$ cat config.mk
export PLATFORM = sky130hd
export DESIGN_NAME = moe_token_route_planner_unit_flat
export DESIGN_NICKNAME = d
export VERILOG_FILES = /design/src/mtrp_pkg.sv /design/src/mtrp_if.sv /design/src/mtrp_cell.sv /design/src/mtrp_divider.sv /design/src/moe_token_route_planner_unit.sv /design/src/flat_wrapper.sv
export SDC_FILE = /design/constraint.sdc
export NUM_CORES = 2
export LEC_CHECK = 0
export BUFFER_PORTS_ARGS = -buffer_cell sky130_fd_sc_hd__buf_2
export CAP_MARGIN = 20
export CORE_MARGIN = 2
export CORE_UTILIZATION = 55
export CTS_CLUSTER_DIAMETER = 50
export DETAILED_ROUTE_END_ITERATION = 10
export PLACE_DENSITY_LB_ADDON = 0.1
export RECOVER_POWER = 50
export SYNTH_ARGS = -nofsm -noshare
export SYNTH_HDL_FRONTEND = slang
export SYNTH_HIERARCHICAL = 1
export SYNTH_SLANG_ARGS = --single-unit
$ cat constraint.sdc
create_clock -name clk -period 8.8 [get_ports clk]
set_clock_uncertainty 0.2 [all_clocks]
set_input_delay 0 -clock clk [delete_from_list [all_inputs] [get_ports clk]]
set_output_delay 0 -clock clk [all_outputs]
set_load 0.01 [all_outputs]
$ cat src/mtrp_pkg.sv
// types and constants for the route planner
// no dependencies
package mtrp_pkg;
	localparam logic [63:0] GOLDEN = 64'h9e3779b97f4a7c15;
	localparam logic [31:0] ONE_F32 = 32'h3F800000;
	localparam int CFG_TOKEN_COUNT = 0;
	localparam int CFG_TOPK = 1;
	localparam int CFG_WORLD_SIZE = 2;
	localparam int CFG_WORKER_RANK = 3;
	localparam int CFG_EPW = 4;
	localparam int CFG_GENERATION = 5;
	localparam int CFG_FLAGS = 6;
	localparam int CFG_SEED = 7;

	typedef struct packed {
		logic [31:0] expert_id;
		logic        has_destination;
		logic [31:0] given_destination;
		logic        has_weight;
		logic [31:0] wgt_raw;
	} in_t;

	typedef struct packed {
		logic        invalid;
		logic [15:0] destination;
		logic [31:0] weight_out;
		logic        done_res;
		logic [63:0] plan_digest;
		logic [35:0] global_rows;
		logic [35:0] local_assignment_count;
		logic [35:0] local_rows;
	} out_t;

	// per-slot match flags handed along the cell chain
	typedef struct packed {
		logic exp_hit;
		logic dst_hit;
	} match_t;

	function automatic logic [63:0] mix(input logic [63:0] d, input logic [63:0] v);
		return d ^ (v + GOLDEN + (d << 6) + (d >> 2));
	endfunction
endpackage

$ cat src/mtrp_if.sv
// valid/ready channel carrying one payload
// depends on nothing
interface mtrp_if #(parameter type T = logic) (input logic clk);
	logic valid;
	logic ready;
	T     data;
	modport source (output valid, output data, input ready);
	modport sink (input valid, input data, output ready);
endinterface

$ cat src/mtrp_cell.sv
// one slot cell: holds expert and destination, compares a key passing by
// depends on mtrp_pkg
module mtrp_cell (
	input  logic                 clk,
	input  logic                 load,
	input  logic                 active,
	input  logic [31:0]          key_exp,
	input  logic [15:0]          key_dst,
	input  logic [31:0]          wr_exp,
	input  logic [15:0]          wr_dst,
	input  mtrp_pkg::match_t     m_in,
	output mtrp_pkg::match_t     m_out
);
	logic [31:0] exp_q;
	logic [15:0] dst_q;
	always_ff @(posedge clk) begin
		if (load) begin
			exp_q <= wr_exp;
			dst_q <= wr_dst;
		end
	end
	always_comb begin
		m_out.exp_hit = m_in.exp_hit | (active & (exp_q == key_exp));
		m_out.dst_hit = m_in.dst_hit | (active & (dst_q == key_dst));
	end
endmodule

$ cat src/mtrp_divider.sv
// restoring divider, one quotient bit per cycle
// depends on nothing
module mtrp_divider (
	input  logic        clk,
	input  logic        arst_n,
	input  logic        start,
	input  logic [31:0] dividend,
	input  logic [31:0] divisor,
	output logic        busy,
	output logic [31:0] quotient
);
	logic [5:0]  cnt_q;
	logic [31:0] rem_q;
	logic [31:0] quo_q;
	logic [31:0] dvs_q;
	logic [32:0] trial;
	assign trial = {rem_q, quo_q[31]};
	always_ff @(posedge clk or negedge arst_n) begin
		if (!arst_n) cnt_q <= '0;
		else if (start) cnt_q <= 6'd32;
		else if (cnt_q != 0) cnt_q <= cnt_q - 6'd1;
	end
	always_ff @(posedge clk) begin
		if (start) begin
			rem_q <= '0;
			quo_q <= dividend;
			dvs_q <= divisor;
		end else if (cnt_q != 0) begin
			if (trial >= {1'b0, dvs_q}) begin
				rem_q <= 32'(trial - {1'b0, dvs_q});
				quo_q <= {quo_q[30:0], 1'b1};
			end else begin
				rem_q <= trial[31:0];
				quo_q <= {quo_q[30:0], 1'b0};
			end
		end
	end
	assign busy = (cnt_q != 0);
	assign quotient = quo_q;
endmodule

$ cat src/moe_token_route_planner_unit.sv
// top level of the mixture-of-experts route planner
// depends on mtrp_pkg, mtrp_if, mtrp_cell, mtrp_divider
// sequence: a transaction is accepted in idle, passes the divider if its destination
// is computed, then the header step (six header mixes on a plan's first transaction),
// the checks, the item mixes (skipped once the plan is in error) and the result write
// one transaction at a time: the next is taken after the result is written; a result
// held by the sink stalls only the final step
// reset: arst_n clears control, counters, registers and the slot index at once
module moe_token_route_planner_unit #(
	parameter int SLOT_CAP = 16
) (
	input  logic        clk,
	input  logic        arst_n,
	input  logic        cfg_we,
	input  logic [2:0]  cfg_index,
	input  logic [63:0] cfg_data,
	mtrp_if.sink        in_ch,
	mtrp_if.source      out_ch
);
	localparam int SW = $clog2(SLOT_CAP + 1);
	localparam logic [2:0] ST_IDLE = 3'd0, ST_DIV = 3'd1, ST_HDR = 3'd2,
		ST_CHK = 3'd3, ST_MIX = 3'd4, ST_OUT = 3'd5;

	// configuration registers
	logic [31:0] token_count_q, epw_q, flags_q;
	logic [4:0]  topk_q;
	logic [15:0] world_q, rank_q;
	logic [63:0] gen_q, seed_q;
	always_ff @(posedge clk or negedge arst_n) begin
		if (!arst_n) begin
			token_count_q <= '0; topk_q <= '0; world_q <= '0; rank_q <= '0;
			epw_q <= '0; gen_q <= '0; flags_q <= '0; seed_q <= '0;
		end else if (cfg_we) begin
			unique case (cfg_index)
				3'(mtrp_pkg::CFG_TOKEN_COUNT): token_count_q <= cfg_data[31:0];
				3'(mtrp_pkg::CFG_TOPK): topk_q <= cfg_data[4:0];
				3'(mtrp_pkg::CFG_WORLD_SIZE): world_q <= cfg_data[15:0];
				3'(mtrp_pkg::CFG_WORKER_RANK): rank_q <= cfg_data[15:0];
				3'(mtrp_pkg::CFG_EPW): epw_q <= cfg_data[31:0];
				3'(mtrp_pkg::CFG_GENERATION): gen_q <= cfg_data;
				3'(mtrp_pkg::CFG_FLAGS): flags_q <= cfg_data[31:0];
				default: seed_q <= cfg_data;
			endcase
		end
	end

	logic [2:0]  state_q;
	logic [2:0]  step_q;       // mix step counter
	mtrp_pkg::in_t it_q;
	logic [63:0] digest_q;
	logic [31:0] tok_q;
	logic [SW-1:0] slot_q;
	logic [35:0] grows_q, lassign_q, lrows_q;
	logic        err_q, bad_q, seen_q, first_q;
	logic [31:0] dest_q;
	logic [31:0] wbits_q;
	mtrp_pkg::out_t res_q;
	logic        res_v_q;

	// effective topk and plan end
	logic [SW-1:0] topk_eff;
	assign topk_eff = (32'(topk_q) > SLOT_CAP) ? SW'(SLOT_CAP) : SW'(topk_q);
	logic last;
	assign last = ({1'b0, tok_q} + 33'd1 >= {1'b0, token_count_q}) &&
		({1'b0, slot_q} + (SW+1)'(1) >= {1'b0, topk_eff});

	// divider, started as a transaction without a given destination is accepted
	logic div_busy, div_start;
	logic [31:0] quotient;
	mtrp_divider u_div (.clk(clk), .arst_n(arst_n), .start(div_start),
		.dividend(in_ch.data.expert_id), .divisor(epw_q), .busy(div_busy),
		.quotient(quotient));

	// cell chain over earlier slots of this token
	mtrp_pkg::match_t chain [SLOT_CAP+1];
	assign chain[0] = '0;
	for (genvar g = 0; g < SLOT_CAP; g++) begin : g_cell
		mtrp_cell u_cell (.clk(clk),
			.load(state_q == ST_OUT && slot_q == SW'(g)),
			.active(SW'(g) < slot_q), .key_exp(it_q.expert_id),
			.key_dst(dest_q[15:0]), .wr_exp(it_q.expert_id), .wr_dst(dest_q[15:0]),
			.m_in(chain[g]), .m_out(chain[g+1]));
	end

	logic [63:0] cap;
	assign cap = 64'(world_q) * 64'(epw_q);

	// header and item mix operand
	logic [63:0] mix_v;
	always_comb begin
		mix_v = '0;
		if (state_q == ST_HDR) begin
			unique case (step_q)
				3'd0: mix_v = 64'(token_count_q);
				3'd1: mix_v = 64'(topk_q);
				3'd2: mix_v = 64'(world_q);
				3'd3: mix_v = 64'(epw_q);
				3'd4: mix_v = gen_q;
				default: mix_v = 64'(flags_q);
			endcase
		end else begin
			unique case (step_q)
				3'd0: mix_v = 64'(tok_q);
				3'd1: mix_v = 64'(slot_q);
				3'd2: mix_v = 64'(it_q.expert_id);
				3'd3: mix_v = 64'(dest_q);
				default: mix_v = 64'(wbits_q);
			endcase
		end
	end

	// result register parts the two sides: a new transaction may start while one waits
	logic out_free;
	assign out_free = !res_v_q || out_ch.ready;

	assign in_ch.ready = (state_q == ST_IDLE);
	assign div_start = (state_q == ST_IDLE) && in_ch.valid && in_ch.ready &&
		!in_ch.data.has_destination;
	assign out_ch.valid = res_v_q;
	assign out_ch.data = res_q;

	logic cfg_bad;
	assign cfg_bad = token_count_q == 0 || topk_q == 0 || 32'(topk_q) > SLOT_CAP ||
		world_q == 0 || rank_q >= world_q;
	logic ok;
	assign ok = !err_q && !bad_q;

	always_ff @(posedge clk or negedge arst_n) begin
		if (!arst_n) begin
			state_q <= ST_IDLE; step_q <= '0; tok_q <= '0; slot_q <= '0;
			digest_q <= '0; grows_q <= '0; lassign_q <= '0; lrows_q <= '0;
			err_q <= 1'b0; res_v_q <= 1'b0; bad_q <= 1'b0; seen_q <= 1'b0;
			first_q <= 1'b0; it_q <= '0; wbits_q <= '0; dest_q <= '0; res_q <= '0;
		end else begin
			if (state_q == ST_OUT && out_free) res_v_q <= 1'b1;
			else if (out_ch.ready) res_v_q <= 1'b0;
			unique case (state_q)
				ST_IDLE: begin
					if (in_ch.valid && in_ch.ready) begin
						it_q <= in_ch.data;
						wbits_q <= in_ch.data.has_weight ? in_ch.data.wgt_raw :
							mtrp_pkg::ONE_F32;
						dest_q <= in_ch.data.given_destination;
						first_q <= (tok_q == 0) && (slot_q == 0);
						step_q <= '0;
						state_q <= in_ch.data.has_destination ? ST_HDR : ST_DIV;
					end
				end
				ST_DIV: begin
					if (!div_busy && !div_start) begin
						dest_q <= ({32'd0, it_q.expert_id} >= cap || epw_q == 0) ?
							32'd0 : quotient;
						state_q <= ST_HDR;
					end
				end
				ST_HDR: begin
					// plan start: seed, header mixes, clear counters and error; otherwise on to the checks
					if (!first_q) begin
						state_q <= ST_CHK;
					end else begin
						digest_q <= mtrp_pkg::mix(step_q == 3'd0 ? seed_q : digest_q, mix_v);
						if (step_q == 3'd0) begin
							grows_q <= '0; lassign_q <= '0; lrows_q <= '0; err_q <= 1'b0;
						end
						if (step_q == 3'd5) begin
							step_q <= '0; state_q <= ST_CHK;
						end else step_q <= step_q + 3'd1;
					end
				end
				ST_CHK: begin
					bad_q <= cfg_bad || it_q.expert_id[31] ||
						(!it_q.has_destination &&
						 ({32'd0, it_q.expert_id} >= cap || epw_q == 0)) ||
						(dest_q >= 32'(world_q)) || (wbits_q[30:23] == 8'hFF) ||
						chain[SLOT_CAP].exp_hit;
					seen_q <= chain[SLOT_CAP].dst_hit;
					step_q <= '0;
					state_q <= ST_MIX;
				end
				ST_MIX: begin
					if (!ok) begin
						err_q <= 1'b1;
						state_q <= ST_OUT;
					end else begin
						digest_q <= mtrp_pkg::mix(digest_q, mix_v);
						if (step_q == 3'd4) state_q <= ST_OUT;
						else step_q <= step_q + 3'd1;
					end
				end
				ST_OUT: begin
					logic [35:0] g, la, lr;
					logic loc;
					loc = (dest_q == 32'(rank_q));
					g = grows_q + 36'(!seen_q);
					lr = lrows_q + 36'(!seen_q && loc);
					la = lassign_q + 36'(loc);
					// wait here while the previous result is still held
					if (out_free) begin
						if (!err_q) begin
							grows_q <= g; lrows_q <= lr; lassign_q <= la;
						end
						res_q.invalid <= err_q;
						res_q.destination <= dest_q[15:0];
						res_q.weight_out <= wbits_q;
						res_q.done_res <= last;
						res_q.plan_digest <= (last && !err_q) ?
							((digest_q == 0) ? 64'd1 : digest_q) : 64'd0;
						res_q.global_rows <= (last && !err_q) ? g : '0;
						res_q.local_assignment_count <= (last && !err_q) ? la : '0;
						res_q.local_rows <= (last && !err_q) ? lr : '0;
						bad_q <= 1'b0;
						if (last) begin
							tok_q <= '0; slot_q <= '0;
						end else if ({1'b0, slot_q} + (SW+1)'(1) < {1'b0, topk_eff}) begin
							slot_q <= slot_q + SW'(1);
						end else begin
							slot_q <= '0; tok_q <= tok_q + 32'd1;
						end
						state_q <= ST_IDLE;
					end
				end
				default: state_q <= ST_IDLE;
			endcase
		end
	end
endmodule

$ cat src/flat_wrapper.sv
// flat-port wrapper written by rule: the top's interface ports become plain ports
module moe_token_route_planner_unit_flat 
#(
	parameter int SLOT_CAP = 16
)
  (clk, arst_n, cfg_we, cfg_index, cfg_data, in_ch_valid, in_ch_data, in_ch_ready, out_ch_valid, out_ch_data, out_ch_ready);
  mtrp_if #(.T(mtrp_pkg::in_t)) in_ch_i (.clk(clk));
  mtrp_if #(.T(mtrp_pkg::out_t)) out_ch_i (.clk(clk));
  input  logic clk;
  input  logic arst_n;
  input  logic cfg_we;
  input  logic [2:0] cfg_index;
  input  logic [63:0] cfg_data;
  input wire logic [$bits(in_ch_i.valid)-1:0] in_ch_valid;
  input wire logic [$bits(in_ch_i.data)-1:0] in_ch_data;
  output wire logic [$bits(in_ch_i.ready)-1:0] in_ch_ready;
  output wire logic [$bits(out_ch_i.valid)-1:0] out_ch_valid;
  output wire logic [$bits(out_ch_i.data)-1:0] out_ch_data;
  input wire logic [$bits(out_ch_i.ready)-1:0] out_ch_ready;
  assign in_ch_i.valid = in_ch_valid;
  assign in_ch_i.data = in_ch_data;
  assign in_ch_ready = in_ch_i.ready;
  assign out_ch_valid = out_ch_i.valid;
  assign out_ch_data = out_ch_i.data;
  assign out_ch_i.ready = out_ch_ready;
  moe_token_route_planner_unit #(.SLOT_CAP(SLOT_CAP)) u_core (.clk(clk), .arst_n(arst_n), .cfg_we(cfg_we), .cfg_index(cfg_index), .cfg_data(cfg_data), .in_ch(in_ch_i), .out_ch(out_ch_i));
endmodule
==> metrics.txt <==
status=complete, but fails checks; failing checks=capacitance limit, slew limit, setup timing; Post-synth EDFFs=832; CTS tree=built; clk_lat worst skew=870 ps; Setup-failing EPs final=33; Yosys reg bits=1670; DRT antenna net count=0; DP Area=115000 µm²; via count=84500; hpwl dp=265 mm; area of the mapped netlist=106000 µm²; WL/cell=25.6 µm; clk sink count=1670; nets@finish=12500; Final WS setup=-725 ps; drt first pass iters=6; Reg clk slew, reported paths=60 ps; initial antenna violation count=22; Post-route DRC=0; Area Overhead vs Synth=19.2%; filler cell count=15300; Syn Area/Cell=10.4 µm²; total grt overflow=0; Crit path required time=9320 ps; area taken by multi-input logic gates=55200 µm²; I/O pin cnt=394; CTS H-Tree Depth=4; yosys warns=6; Final Cell Area=126000 µm²; vias per cell=5.97; slew at the pin with the worst max-slew slack=6100 ps; Worst Setup End Kind=flip-flop; global-route usage over all layers=36.6%; die width=443 µm; setup_tns=-22290 ps; share of post-route cells with drive strength above 1=15.4%; Syn Inst Count=10200; Final Core Density=65.7%; root buffer cell=clkbuf_16; ys flop type=edfxtp_1; HP Class=primary input to flip-flop; vias in the first global route=83200; highest cell delay on the worst timing path=550 ps; FMAX=0.105 GHz; sequential fraction of the synthesis area=43.3%; die area=196000 µm²; unrepaired setup endpoints after global routing=yes; commonest non-fill, non-tap cell in the layout=nand2_1; fin. max-slew vios=569; Max Cap Viol=13; WS Path Type=flip-flop to flip-flop; largest net degree at the start of global routing=158; port bufs=393; crit path DAT=10040 ps; reg-to-reg slack, setup=-730 ps; DR iter-0 viols=8536; count of cell types in the netlist=112; first-pass GRT wire length=538 mm; CP max-delay cell=fa_1; row cnt=161; critical path startpoint category=flip-flop; most frequent cells in the layout=1262 x nand2_1, 946 x inv_1, 920 x xnor2_1; initial cell density of the core=55.1%; TritonCTS Buffers=197; storage element area=45800 µm²; CP most frequent cell=fa_1; Clock Path Buffers=3; Post-Route WL=362 mm; Synth async-reset ratio=48.3%; Tcrit/Tclk final=108%; Core Region=192000 µm²; gp weighted congestion=1.01; CP Max Fanout=13; Die Ht=443 µm; min Tclk post-route=9530 ps; hold slack=55.6 ps; slew margin rel.=-307%; final hold vios=0
## final cells by class
cell class                 count  share of cell area, %
antenna                       18                 0.0357
clock buffer                 236                   4.14
clock inverter               137                   1.19
inverter                     951                   2.83
multi-input combinational   7078                   43.8
sequential                  1670                   36.3
tap                         2526                   2.50
timing repair buffer        1526                   9.21
## cells by family after synthesis
group / Yosys count / synth area share (%)
AOI/OAI and AO/OA: 1814 / 11.1
xor gates and xnor gates: 1204 / 10.0
adders and majority gates: 942 / 14.9
buffers and inverters: 1420 / 5.11
DFF: 1670 / 43.3
muxes: 271 / 2.87
other: 1 / 0.00354
and+or+nand+nor: 2845 / 12.7
## final timing paths
| kind | cells after the start | startpoint | end |
|---|---|---|---|
| max | 39 | u_core/epw_q[10]$_DFFE_PN0P_ | u_core/dest_q[4]$_DFFE_PN0P_ |
| min | 3 | cfg_data[0] | u_core/seed_q[0]$_DFFE_PN0P_ |
| max reg2reg | 39 | u_core/epw_q[10]$_DFFE_PN0P_ | u_core/dest_q[4]$_DFFE_PN0P_ |
| min reg2reg | 2 | u_core/out_ch.data[105]$_DFFE_PN0P_ | u_core/out_ch.data[105]$_DFFE_PN0P_ |
| max in group asynchronous | 4 | arst_n | u_core/it_q[84]$_DFFE_PN0P_ |
| min in group asynchronous | 4 | arst_n | u_core/grows_q[33]$_DFFE_PN0P_ |
## layer usage
metal	vias up	part of all wire, %	global-route usage [%]
met5	-	0.0052	0
met4	4	6.6	20.3
met3	926	6.9	5.52
met2	3639	47	58.6
met1	42400	40	48.0
li1	37500	-	-
## critical path: cells and delay by family, from the launching register on
kind | cells | cell delay (ps)
compound gates | 12 | 2120
flops | 1 | 460
xor+xnor | 1 | 140
buf+inv | 9 | 1150
fa+ha+maj | 8 | 3760
simple gates | 9 | 1510
## through the flow
step                instances  setup slack, ps
finish                  14100             -725
detailed placement      13300             -881
CTS                     14100             -813
floorplan               10200             37.6
global placement        13300             -824
global route            14100            -1090
## state kept, by name, indices dropped and copies added, names as in the netlist, 16 cells and up
name and flops:
u_core/u_div/quotient 32, u_core/lrows_q 36, u_core/it_q 33, u_core/token_count_q 32, u_core/lassign_q 36, u_core/rank_q 16
u_core/seed_q 64, u_core/world_q 16, u_core/epw_q 32, u_core/g_cell.u_cell/dst_q 256, u_core/out_ch.data 222, u_core/g_cell.u_cell/exp_q 512
u_core/gen_q 64, u_core/grows_q 36, u_core/flags_q 32, u_core/digest_q 64, u_core/tok_q 32, u_core/u_div/dvs_q 32
u_core/wbits_q 32, u_core/dest_q 32, u_core/u_div/rem_q 32
## Yosys cell counts, types with 53 or more instances
library cell  count  area share (%)
nor3_1          117            0.55
dfrtp_1         806              19
o21ai_0         578             2.7
a21o_1          157             1.1
a31oi_1          54            0.32
and2_1          239             1.4
o31ai_1          77            0.55
mux2_2          256             2.7
fa_1            533              10
edfxtp_1        832              24
nor2_1          368             1.3
a21oi_1         394             1.9
nor4_1          116            0.69
nand3_1         203            0.96
nand4_1         190             1.1
nand2_1        1266             4.5
ha_1            409             4.8
and3_1          142            0.84
inv_1           951             3.4
xor2_1          280             2.3
xnor2_1         921             7.6
nand2b_1         53            0.31
clkbuf_1        396             1.4
## timing repair
action	CTS	global route
endpoints found under the hold margin	1029	0
gates cloned	3	0
setup buffers	15	5
gates resized for setup	35	49
hold buffers	450	0
pin swaps	74	24
setup endpoints to repair	35	42
Power is left out: the tool's default activity adds up to more than one toggle a clock period on the data nets, which glitch-free logic cannot reach.
